File: src/sv/porm_pkg.sv
// ----------------------------------------------------------------------------
// porm_pkg
// Types, constants and helper functions for the point transform.
// ----------------------------------------------------------------------------
`default_nettype none

package porm_pkg;

	localparam int ROTATE_STEPS_DEF = 16;

	localparam logic signed [31:0] CORDIC_GAIN = 32'sd652032874;
	localparam logic signed [31:0] ONE_Q30     = 32'sd1073741824;
	localparam logic [31:0]        SCALE_RESET = 32'd65536;

	localparam logic signed [65:0] ROUND_Q30 = 66'sd536870912;
	localparam logic signed [65:0] ROUND_Q16 = 66'sd32768;
	localparam logic signed [65:0] S32_MAX   = 66'sd2147483647;
	localparam logic signed [65:0] S32_MIN   = -66'sd2147483648;

	localparam logic [2:0] CFG_OFFSET_X      = 3'd0;
	localparam logic [2:0] CFG_OFFSET_Y      = 3'd1;
	localparam logic [2:0] CFG_TURN_ANGLE    = 3'd2;
	localparam logic [2:0] CFG_MIRROR_ENABLE = 3'd3;
	localparam logic [2:0] CFG_SCALE_FACTOR  = 3'd4;

	typedef struct packed {
		logic signed [31:0] point_x;
		logic signed [31:0] point_y;
	} point_t;

	typedef struct packed {
		logic signed [31:0] result_x;
		logic signed [31:0] result_y;
		logic               overflow;
	} result_t;

	typedef struct packed {
		logic               busy;
		logic signed [31:0] cos_v;
		logic signed [31:0] sin_v;
	} trig_t;

	function automatic logic [29:0] atan_turn(input logic [4:0] idx);
		logic [29:0] a;
		case (idx)
			5'd0:    a = 30'd536870912;
			5'd1:    a = 30'd316933406;
			5'd2:    a = 30'd167458907;
			5'd3:    a = 30'd85004756;
			5'd4:    a = 30'd42667331;
			5'd5:    a = 30'd21354465;
			5'd6:    a = 30'd10679838;
			5'd7:    a = 30'd5340245;
			5'd8:    a = 30'd2670163;
			5'd9:    a = 30'd1335087;
			5'd10:   a = 30'd667544;
			5'd11:   a = 30'd333772;
			5'd12:   a = 30'd166886;
			5'd13:   a = 30'd83443;
			5'd14:   a = 30'd41722;
			5'd15:   a = 30'd20861;
			5'd16:   a = 30'd10430;
			5'd17:   a = 30'd5215;
			5'd18:   a = 30'd2608;
			5'd19:   a = 30'd1304;
			5'd20:   a = 30'd652;
			5'd21:   a = 30'd326;
			5'd22:   a = 30'd163;
			5'd23:   a = 30'd81;
			default: a = 30'd0;
		endcase
		return a;
	endfunction

	function automatic logic signed [31:0] sat_val(input logic signed [65:0] v);
		logic signed [31:0] r;
		if (v > S32_MAX) begin
			r = 32'sh7fffffff;
		end else if (v < S32_MIN) begin
			r = 32'sh80000000;
		end else begin
			r = v[31:0];
		end
		return r;
	endfunction

	function automatic logic sat_hit(input logic signed [65:0] v);
		return (v > S32_MAX) || (v < S32_MIN);
	endfunction

endpackage

`default_nettype wire

File: src/sv/porm_sincos.sv
// ----------------------------------------------------------------------------
// porm_sincos
// Iterative CORDIC: recomputes cosine and sine of the turn angle, one
// micro-rotation per cycle, after each angle write.
// ----------------------------------------------------------------------------
`default_nettype none

module porm_sincos #(
	parameter int ROTATE_STEPS = porm_pkg::ROTATE_STEPS_DEF
) (
	input  wire logic          clk,
	input  wire logic          arst_n,
	input  wire logic          start,
	input  wire logic [15:0]   angle,
	output porm_pkg::trig_t    trig
);

	localparam int STEP_W = (ROTATE_STEPS > 1) ? $clog2(ROTATE_STEPS) : 1;
	localparam logic [STEP_W-1:0] LAST_STEP = STEP_W'(ROTATE_STEPS - 1);

	localparam logic [1:0] ST_IDLE = 2'd0;
	localparam logic [1:0] ST_LOAD = 2'd1;
	localparam logic [1:0] ST_RUN  = 2'd2;
	localparam logic [1:0] ST_FIN  = 2'd3;

	logic [1:0]         state_q;
	logic [STEP_W-1:0]  cnt_q;
	logic signed [32:0] x_q;
	logic signed [32:0] y_q;
	logic signed [33:0] z_q;
	logic [1:0]         quad_q;
	logic               exact_q;
	logic signed [31:0] cos_q;
	logic signed [31:0] sin_q;

	logic [16:0]        ang_sum;
	logic [1:0]         quad;
	logic [15:0]        resid;
	logic signed [32:0] dx;
	logic signed [32:0] dy;
	logic signed [33:0] at;
	logic signed [33:0] c_raw;
	logic signed [33:0] s_raw;
	logic signed [33:0] c_rot;
	logic signed [33:0] s_rot;

	function automatic logic signed [31:0] clamp_unit(input logic signed [33:0] v);
		logic signed [31:0] r;
		if (v > 34'(porm_pkg::ONE_Q30)) begin
			r = porm_pkg::ONE_Q30;
		end else if (v < -34'(porm_pkg::ONE_Q30)) begin
			r = -porm_pkg::ONE_Q30;
		end else begin
			r = v[31:0];
		end
		return r;
	endfunction

	always_comb begin
		ang_sum = {1'b0, angle} + 17'd8192;
		quad    = ang_sum[15:14];
		resid   = angle - {quad, 14'd0};
		dx      = y_q >>> cnt_q;
		dy      = x_q >>> cnt_q;
		at      = $signed({4'd0, porm_pkg::atan_turn(5'(cnt_q))});
		c_raw   = exact_q ? 34'(porm_pkg::ONE_Q30) : 34'(x_q);
		s_raw   = exact_q ? 34'sd0 : 34'(y_q);
		case (quad_q)
			2'd1: begin
				c_rot = -s_raw;
				s_rot = c_raw;
			end
			2'd2: begin
				c_rot = -c_raw;
				s_rot = -s_raw;
			end
			2'd3: begin
				c_rot = s_raw;
				s_rot = -c_raw;
			end
			default: begin
				c_rot = c_raw;
				s_rot = s_raw;
			end
		endcase
	end

	always_ff @(posedge clk or negedge arst_n) begin
		if (!arst_n) begin
			state_q <= ST_IDLE;
			cnt_q   <= '0;
			cos_q   <= porm_pkg::ONE_Q30;
			sin_q   <= '0;
		end else if (start) begin
			state_q <= ST_LOAD;
		end else begin
			case (state_q)
				ST_LOAD: begin
					state_q <= ST_RUN;
					cnt_q   <= '0;
				end
				ST_RUN: begin
					cnt_q <= cnt_q + 1'b1;
					if (cnt_q == LAST_STEP) begin
						state_q <= ST_FIN;
					end
				end
				ST_FIN: begin
					cos_q   <= clamp_unit(c_rot);
					sin_q   <= clamp_unit(s_rot);
					state_q <= ST_IDLE;
				end
				default: state_q <= ST_IDLE;
			endcase
		end
	end

	always_ff @(posedge clk) begin
		if (state_q == ST_LOAD) begin
			x_q     <= 33'(porm_pkg::CORDIC_GAIN);
			y_q     <= '0;
			z_q     <= 34'($signed({resid, 16'd0}));
			quad_q  <= quad;
			exact_q <= (resid == 16'd0);
		end else if (state_q == ST_RUN) begin
			if (!z_q[33]) begin
				x_q <= x_q - dx;
				y_q <= y_q + dy;
				z_q <= z_q - at;
			end else begin
				x_q <= x_q + dx;
				y_q <= y_q - dy;
				z_q <= z_q + at;
			end
		end
	end

	assign trig.busy  = (state_q != ST_IDLE);
	assign trig.cos_v = cos_q;
	assign trig.sin_v = sin_q;

endmodule

`default_nettype wire

File: config.mk
export PLATFORM = sky130hd
export DESIGN_NAME = porm_sincos
export DESIGN_NICKNAME = d
export VERILOG_FILES = /design/src/sv/porm_pkg.sv /design/src/sv/porm_sincos.sv
export SDC_FILE = /design/constraint.sdc
export NUM_CORES = 1
export LEC_CHECK = 0
export BUFFER_PORTS_ARGS = -buffer_cell sky130_fd_sc_hd__buf_2
export CORE_ASPECT_RATIO = 1.1
export CORE_MARGIN = 8
export CORE_UTILIZATION = 52
export CTS_CLUSTER_DIAMETER = 120
export DETAILED_ROUTE_END_ITERATION = 10
export PLACE_DENSITY = 0.7
export SLEW_MARGIN = 20
export SYNTH_ARGS = -nofsm -noshare
export SYNTH_HDL_FRONTEND = slang
export SYNTH_SLANG_ARGS = --single-unit
File: constraint.sdc
create_clock -name clk -period 13.19 [get_ports clk]
set_input_delay 0.6595 -clock clk [delete_from_list [all_inputs] [get_ports clk]]
set_output_delay 0.6595 -clock clk [all_outputs]
set_load 0.1 [all_outputs]
### After elaboration in Yosys (flattened, before gate mapping)

Memory sizes are Yosys's and may differ from the RTL's.
Index checks and enable logic that the tools add are counted.

* add/subtract/negate cells: 11
* $lt $le $gt $ge: 4
* equal/unequal tests: 8
* shift-type cells: 2
* multiplexer cells: 17
* bitwise logic cells: 1
* reductions and logical operators: 5

Operators with widths (number)
* case mux 34 bit (3 select lines): 2
* 2-to-1 mux 34 bit: 5
* 2-to-1 mux 32 bit: 4
* greater-than comparator 34 x 32 -> 1 bit, second input constant: 2
* less-than comparator 34 x 31 -> 1 bit, second input constant: 2
* negation 34 bit: 2
* adder 33 bit: 2
* 2-to-1 mux 33 bit: 2
* >>> shifter 33 x 4 -> 33 bit: 2
* subtractor 33 bit: 2
* adder 34 x 31 -> 34 bit: 1
* subtractor 34 x 31 -> 34 bit: 1
* adder 16 x 14 -> 16 bit, second input constant: 1
* zero test 16 bit: 1
* subtractor 16 bit: 1
* == test 2 bit, second input constant: 4
* case mux 4 bit (2 select lines): 1
* adder 4 x 1 -> 4 bit, second input constant: 1
* == test 2 x 1 -> 1 bit, second input constant: 2
* == test 4 bit, second input constant: 1
* 2-to-1 mux 2 bit: 2
* case mux 2 bit (2 select lines): 1
* AND reduction 2 bit: 2
* nonzero test 2 bit: 2
* other kinds (2): 2

* bits in registers: 173
* memory bits (read-only): 480
* bits of input ports: 19
* output and inout bits: 65
* memories: 1

Memories
* (no name shown): words 16, width 30, rd ports 1, clocked after Yosys merged registers in 0, write ports 0, RTL line porm_pkg.sv:45 `case (idx)`

### Depth between registers and ports, before layout

Gate-level depths: netlist of the first run.

* depth after elaboration: 6
* mapped depth: 33

### Least setup slack after synthesis of the first run

Ideal clock, no wire load.

* path kind: reg-to-reg
* start point: register cnt_q[0]
* end point: register z_q[32] (data pin)
* arrival time: 6.408 ns
* data required time: 12.921 ns
* setup slack: 6.512 ns
* cell stages (with the launch flop): 29
* period minus slack after synthesis: 6.678 ns
* path through: dfrtp_1 -> buf_2 -> inv_2 -> buf_2 -> buf_1 -> buf_2 -> clkbuf_1 -> ha_1 -> clkbuf_1 -> nand2_1 -> a31oi_1 -> ha_1 -> o2111ai_1 -> or3_1 -> nor3_1 -> and3_1 -> nor2_1 -> xnor2_1 -> ha_1 -> a21o_1 -> a21o_1 -> a31o_2 -> a311oi_1 -> o221ai_1 -> a41oi_1 -> o21bai_1 -> o31ai_1 -> xor2_1 -> o21ai_0

* longest elaborated chain between the ends: 5
* elaborated cells between the ends (all ways): 6
* those cells by class: add/sub (2); mux (3); memory (1)

RTL lines
* from (decl): RTL line porm_sincos.sv:27 `logic [STEP_W-1:0] cnt_q;`
* from (signal assigned): RTL line porm_sincos.sv:103 `cnt_q <= cnt_q + 1'b1;`
* memory (16 x 30 bit) (*)
* subtractor 34 x 31 -> 34 bit / adder 34 x 31 -> 34 bit (equally long branches): RTL line porm_sincos.sv:129, porm_sincos.sv:133
* 2-to-1 mux 34 bit (*): RTL line porm_sincos.sv:126 `if (!z_q[33]) begin`
* 2-to-1 mux 34 bit (*): RTL line porm_sincos.sv:125 `end else if (state_q == ST_RUN) begin`
* 2-to-1 mux 34 bit (*): RTL line porm_sincos.sv:119 `if (state_q == ST_LOAD) begin`
* to (signal assigned): RTL line porm_sincos.sv:122 `z_q <= 34'($signed({resid, 16'd0}));`
* to (signal assigned): RTL line porm_sincos.sv:129 `z_q <= z_q - at;`
* to (signal assigned): RTL line porm_sincos.sv:133 `z_q <= z_q + at;`
* to (decl): RTL line porm_sincos.sv:30 `logic signed [33:0] z_q;`

Mark *: on every way between the ends. The rest lies on a longest branch, timed or not. The select of a mux whose other input is x is not followed.
A chain may end at the register's enable or synchronous reset.

### Worst setup path after layout of the first run

* start point: register cnt_q[1]
* end point: register x_q[31]

* longest elaborated chain between the ends: 3
* elaborated cells between the ends (all ways): 4
* those cells by class: add/sub (2); shift (1); mux (1)

RTL lines
* >>> shifter 33 x 4 -> 33 bit (*): RTL line porm_sincos.sv:63 `dx = y_q >>> cnt_q;`
* subtractor 33 bit / adder 33 bit (equally long branches): RTL line porm_sincos.sv:127, porm_sincos.sv:131
* 2-to-1 mux 33 bit (*): RTL line porm_sincos.sv:126
* to (signal assigned): RTL line porm_sincos.sv:120 `x_q <= 33'(porm_pkg::CORDIC_GAIN);`
* to (signal assigned): RTL line porm_sincos.sv:127 `x_q <= x_q - dx;`
* to (signal assigned): RTL line porm_sincos.sv:131 `x_q <= x_q + dx;`
* to (decl): RTL line porm_sincos.sv:28 `logic signed [32:0] x_q;`

Mark *: on every way between the ends. The rest lies on a longest branch, timed or not.

==> metrics.yaml, run 1 <==
sta:
  hold_ws_ns: 0.0210
  fmax_mhz: 130
  finalWorstSetupSlack_ns: 5.50
  finalMaxSlewViolations: 0
  period_share_pct: 58.3
  setup_viol_count_final: 0
  clock_skew_ns: 0.0118
  hold_viol: 0
  relSlewSlack_pct: 37.1
  setup_tns_ns: 0
  worstMarginPinSlew_ns: 0.944
  fin_crit_ns: 7.69
  rsz0062_at_grt: "false"
synth:
  synth-seq-area-share_pct: 18.7
  synth_edf_count: 21
  synth_top_cells_by_area: "dfrtp_1 8.0%, dfxtp_1 7.6%, mux4_2 7.4%"
  synth_common_cells: "269 x nand2_1, 267 x nor2_1, 247 x a21oi_1"
  synth_cells: 2735
  async_flop_share_pct: 40.5
  synthFlopType: "dfxtp_1"
  synth.most_common_cell: "nand2_1"
  ys_seq_elements: 173
  yosysUniqueCellTypes: 96
  ys_warn_count: 0
  synth_area_per_cell_um2: 7.87
  yosysTopAreaCell: "dfrtp_1"
  syn_area_mm2: 0.0215
  syn_nets: 2874
  yosysTopAreaCellShare_pct: 8.02
floorplanning:
  start_util_pct: 52.4
  row_count: 78
  fp.dieH_um: 229
  core_area_mm2: 0.0411
  design.portCount: 84
  dieArea_mm2: 0.0482
  die_w_um: 210
detailed_routing:
  drcViolationCount: 0
  drt_first_iter_violations: 1975
  wl_um: 71400
  vias: 21400
  final_antenna_net_count: 0
  drtPass1Iterations: 6
  viasPerCell: 6.66
  wl_per_cell_um: 22.2
cts:
  cts_root_buf: "clkbuf_16"
  cts_buffers: 17
  clkTransAtPathRegs_ns: 0.08
  hold_buffers: 0
  cts_tree: "yes"
  htree_levels: 4
  insertion_delay_ns: 0.48
  max-clock-path-buffers: 2
  cts.sinks: 173
  cts_setup_buffers: 0
  cts_resized: 0
final_layout:
  fill_cells: 3846
  drive_gt1_share_pct: 11.1
  post-route-util_pct: 54.8
  syn_to_final_growth_pct: 4.65
  antenna_cells: 0
  nets: 2782
flow_run:
  drv_cap: 0
worst_setup_path:
  arrival_ns: 8.12
  path_class: "register to register"
  cp_data_required_time_ns: 13.62
  setup.worst_path.start_class: "register"
  path_max_fanout: 75
  worstSetupEndpointType: "register"
power_and_ir_drop:
  vdd_drop_max_uv: 154
  p_leak_uw: 0.00941
  netSwitchingFraction_pct: 55.8
  clkPwrFrac_pct: 8.6
  power_uw: 6140
  power_density_mw_per_mm2: 272
  p_int_uw: 2710
  power_switching_uw: 3430
  power_frac_comb_pct: 74.0
  seq_power_share_pct: 17.4
grt:
  grt_pass1_wl_um: 113000
  groute.usage.overall_pct: 29.0
  antenna_found_initial: 0
  grt_max_degree: 95
  grt_pass1_vias: 20500
  grt.overflow.total: 0
place:
  portBuffers: 83
  hpwl_um: 51100
  gp_congestion: 0.975
  place_ws_ns: 5.72
run_status:
  status: "completed"
worst_hold_path:
  hp-class: "primary input to async pin"
[area by class of cell]
class | count | area [um2] | area share (%)
Clock inverter | 13 | 128 | 0.566
Clock buffer | 19 | 443 | 1.97
Sequential cell | 173 | 4040 | 17.9
Tap cell | 560 | 701 | 3.11
Multi-Input combinational cell | 2274 | 16300 | 72.4
Timing Repair Buffer | 121 | 703 | 3.12
Inverter | 56 | 210 | 0.933
[registers in the layout, summed over array words and instances (netlist names)]
signal and cells:
cos_q 32, cnt_q 4, x_q 33, sin_q 32, y_q 33, quad_q 2
exact_q 1, z_q 34, state_q 2
[path summary, 6_finish.rpt]
check	slack, ns	to	cells past startpoint	startpoint
min reg2reg	0.48	cos_q[31]$_DFFE_PN0P_	2	cos_q[31]$_DFFE_PN0P_
max	5.50	x_q[31]$_SDFFE_PP0P_	24	cnt_q[1]$_DFFE_PN0P_
min in group clk	0.44	state_q[1]$_DFFE_PN0P_	2	start
min	0.02	cos_q[13]$_DFFE_PN0P_	1	arst_n
max in group asynchronous	12.15	cnt_q[0]$_DFFE_PN0P_	2	arst_n
max reg2reg	5.50	x_q[31]$_SDFFE_PP0P_	24	cnt_q[1]$_DFFE_PN0P_
[kinds of logic (layout without fill, tap and decap cells)]
kind of cell | after synthesis | in the layout | synth area share (%)
compound gates | 837 | 837 | 25.2
xor+xnor | 204 | 204 | 8.30
fa+ha+maj | 121 | 121 | 7.13
buf+inv | 288 | 209 | 5.71
flops | 173 | 173 | 18.7
mux | 241 | 241 | 16.1
simple gates | 871 | 871 | 18.9
[worst max-delay path, stage by stage (launching register included)]
cell and delay [ns]:
dfrtp_4 1.05, buf_4 0.82, mux4_2 0.61, nand2_1 0.10, o21ai_0 0.12, nand2_1 0.11
o21a_1 0.15, ha_1 0.20, and2_1 0.14, o221ai_1 0.12, o2bb2ai_1 0.33, o221ai_1 0.32
and2_1 0.26, xnor2_1 0.13, ha_1 0.35, a21oi_1 0.15, o21ai_0 0.19, a2111oi_0 0.57
nor2_1 0.24, a2111oi_0 0.66, or3_1 0.24, a31o_2 0.18, o221ai_1 0.12, nor4_1 0.26
a211o_1 0.13
[cells in the final DEF (no fill, tap or decap), drive strengths merged, types with 31 or more instances in the layout]
cell type	synthesis	routed
xnor2	104	104
a31oi	44	44
nor2b	41	41
a211oi	31	31
dfrtp	69	69
nand3	45	45
mux4	77	77
ha	117	117
nand2	269	269
inv	54	61
a21o	62	62
o21ai	175	175
nor2	268	268
mux2i	119	119
buf	73	121
dfxtp	82	82
a22o	56	56
xor2	100	100
nor3	56	56
a21oi	248	248
mux2	45	45
[power groups by stage]
stage / clock [uW] / combinational [uW] / sequential (uW)
finish: 527 / 4540 / 1070
CTS: 534 / 4490 / 1050
global route: 551 / 4960 / 1080
global placement: 0 / 4380 / 1050
floorplan: 0 / 3220 / 1350
detailed placement: 0 / 4460 / 1060
[routing by layer]
| layer | vias to the layer above | GRT usage [%] | part of all wire [%] |
|---|---|---|---|
| met3 | 226 | 4.88 | 8.3 |
| met4 | 0 | 15.6 | 5.1 |
| met1 | 10300 | 35.6 | 40 |
| met5 | - | 0 | 0 |
| li1 | 9910 | - | - |
| met2 | 1016 | 48.0 | 47 |
[through the flow]
step           cell area (um2)  instances
3_3_place_gp             22000       3184
6_report                 22500       3216
5_1_grt                  22500       3216
4_1_cts                  22500       3216
3_5_place_dp             22000       3184
2_1_floorplan            21500       2735
No activity file was read; power rests on OpenSTA's default activity.
==> run 2, diff against run 1 <==
PLACE_DENSITY = 0.73   (was 0.7)
clock period = 6.23 ns   (was 13.19 ns; I/O delays follow)
==> run 2 against run 1 <==
- clock skew rose by 0.00062 ns
- critical path type unchanged
- critical endpoint is now y_q[32]$_SDFFE_PP0P_
- largest cell class unchanged
- power rose by 120%
- first-iteration DRC count rose by 13%
- register-to-register slack got worse by 5.2 ns
==> metrics.yaml, run 2 (synthesis results as in run 1) <==
cts:
  cts_tree: "yes"
  clkTransAtPathRegs_ns: 0.07  # about the same
  insertion_delay_ns: 0.49  # about the same
  cts.sinks: 173  # unchanged
  max-clock-path-buffers: 2  # unchanged
  cts_root_buf: "clkbuf_16"
  htree_levels: 4  # unchanged
  cts_buffers: 17  # unchanged
sta:
  finalWorstSetupSlack_ns: 0.297  # -5.20 ns
  rsz0062_at_grt: "false"
  setup_viol_count_final: 0  # unchanged
  finalMaxSlewViolations: 0  # unchanged
  period_share_pct: 95.2  # +37 points
  relSlewSlack_pct: 26.2  # -11 points
  worstMarginPinSlew_ns: 1.10  # +0.153 ns
  clock_skew_ns: 0.0125  # +0.000617 ns
  setup_tns_ns: 0  # unchanged
  hold_viol: 0  # unchanged
  hold_ws_ns: 0.0896  # +0.0686 ns
  fmax_mhz: 169  # +30%
  fin_crit_ns: 5.93  # -1.76 ns
detailed_routing:
  wl_um: 74200  # +3.9%
  drt_first_iter_violations: 2241  # +13%
  vias: 22100  # +3.1%
  final_antenna_net_count: 0  # unchanged
  viasPerCell: 6.71  # +0.72%
  wl_per_cell_um: 22.5  # +1.5%
  drcViolationCount: 0  # unchanged
  drtPass1Iterations: 8  # +2
worst_setup_path:
  setup.worst_path.start_class: "register"
  worstSetupEndpointType: "register"
  slowest_stage: "mux4_1"
  cp_data_required_time_ns: 6.61  # -7.01 ns
  arrival_ns: 6.31  # -1.81 ns
  max_stage_delay_ns: 0.65  # -0.40 ns
  critPathBufInv: 1  # unchanged
  cp_common_cell: "a21o_1"
  path_cells: "buf_16 > mux4_1 > mux2_2 > or2_2 > o22ai_2 > and2_2 > nor2b_1 > nor2b_1 > nor2_1 > xnor2_1 > ha_1 > a21o_1 > a21o_1 > a21o_1 > a22o_1 > o2111ai_1 > nand3_1 > nor4_2 > o41ai_2 > xor2_1 > a21oi_1 > a31o_1"
  critical-path-top-delay-family: "compound AO/OA/AOI/OAI gates"
  path_max_fanout: 70  # -6.7%
  path_class: "register to register"
power_and_ir_drop:
  p_leak_uw: 0.00987  # +4.8%
  power_density_mw_per_mm2: 576  # +110%
  power_uw: 13400  # +120%
  vdd_drop_max_uv: 268  # +73%
place:
  portBuffers: 83  # unchanged
  hpwl_um: 54700  # +7.2%
  gp_congestion: 0.990  # +1.5%
  place_area_mm2: 0.0225  # +2.7%
  place_ws_ns: -0.0958  # -5.82 ns
grt:
  antenna_found_initial: 1  # +1
  grt_pass1_vias: 21600  # +5.6%
  groute.usage.overall_pct: 29.8  # +0.82 points
  grt.overflow.total: 0  # unchanged
  grt_pass1_wl_um: 116000  # +2.4%
  grt_max_degree: 155  # +63%
floorplanning:
  design.portCount: 84  # unchanged
  dieArea_mm2: 0.0482  # unchanged
  start_util_pct: 52.4  # unchanged
  fp.dieH_um: 229  # unchanged
  die_w_um: 210  # unchanged
  row_count: 78  # unchanged
  core_area_mm2: 0.0411  # unchanged
final_layout:
  drive_gt1_share_pct: 14.2  # +3.1 points
  top_register: "z_q"
  antenna_cells: 0  # unchanged
  fin_area_mm2: 0.0233  # +3.5%
  layout_commonest_cell: "nand2_1"
  largest_reg_flops: 34  # unchanged
  fill_cells: 3789  # -1.5%
  mostFrequentLayoutCells: "269 x nand2_1, 266 x nor2_1, 244 x a21oi_1"
  nets: 2860  # +2.8%
  syn_to_final_growth_pct: 8.32
  top_regs: "z_q x34, x_q x33, y_q x33"
run_status:
  status: "completed"
flow_run:
  drv_cap: 0  # unchanged
worst_hold_path:
  hp-class: "primary input to register"
## run 2: final cells by class
class	instances	area (um2)	share of cell area (%)
Clock buffer	18	429	1.84
Timing Repair Buffer	199	1360	5.85
Clock inverter	13	166	0.714
Inverter	56	210	0.901
Tap cell	560	701	3.00
Sequential cell	173	4040	17.3
Multi-Input combinational cell	2274	16400	70.4
## run 2: worst paths after layout
check	start	endpoint	slack [ns]	cells past startpoint
max in group asynchronous	arst_n	cnt_q[2]$_DFFE_PN0P_	4.96	3
worst min register to register	cos_q[31]$_DFFE_PN0P_	cos_q[31]$_DFFE_PN0P_	0.48	2
worst max-delay path	cnt_q[1]$_DFFE_PN0P_	y_q[32]$_SDFFE_PP0P_	0.30	22
min in group asynchronous	arst_n	cos_q[13]$_DFFE_PN0P_	0.30	2
worst min-delay path	start	state_q[1]$_DFFE_PN0P_	0.09	2
worst max register to register	cnt_q[1]$_DFFE_PN0P_	y_q[32]$_SDFFE_PP0P_	0.30	22
## run 2: worst reg2reg max path, cell delays in order, from the launching register on
cell	delay [ns]
dfrtp_4	0.55
buf_16	0.35
mux4_1	0.68
mux2_2	0.30
or2_2	0.31
o22ai_2	0.31
and2_2	0.30
nor2b_1	0.18
nor2b_1	0.14
nor2_1	0.06
xnor2_1	0.20
ha_1	0.32
a21o_1	0.20
a21o_1	0.17
a21o_1	0.19
a22o_1	0.20
o2111ai_1	0.20
nand3_1	0.22
nor4_2	0.30
o41ai_2	0.15
xor2_1	0.21
a21oi_1	0.09
a31o_1	0.20
## run 2: routing by layer
layer	global-route usage (%)	vias to the layer above	routed length, um
met5	0	-	0
met4	18.7	0	4730
met3	5.16	339	6290
met2	51.0	1200	35800
met1	34.2	10500	27400
li1	-	10100	-
## run 2: through the flow
step / cells / utilization [%]
final: 3293 / 56.8
after global routing: 3293 / 56.8
after CTS: 3287 / 56.4
after detailed placement: 3254 / 54.9
after global placement: 3254 / 54.9
after floorplan: 2735 / -
## run 2: power by group
group / total (uW) / switching, uW / internal, uW
sequential: 2020 / 535 / 1490
combinational: 10300 / 6370 / 3890
clock: 1150 / 515 / 631
total: 13400 / 7420 / 6010
## run 2: timing repair
action / CTS / global route
hold endpoints to repair: 30 / 0
buffers inserted: 1 / 6
hold buffers: 1 / 0
resized for setup: 2 / 23
pin swaps: 0 / 1
endpoints found under the setup margin: 1 / 19
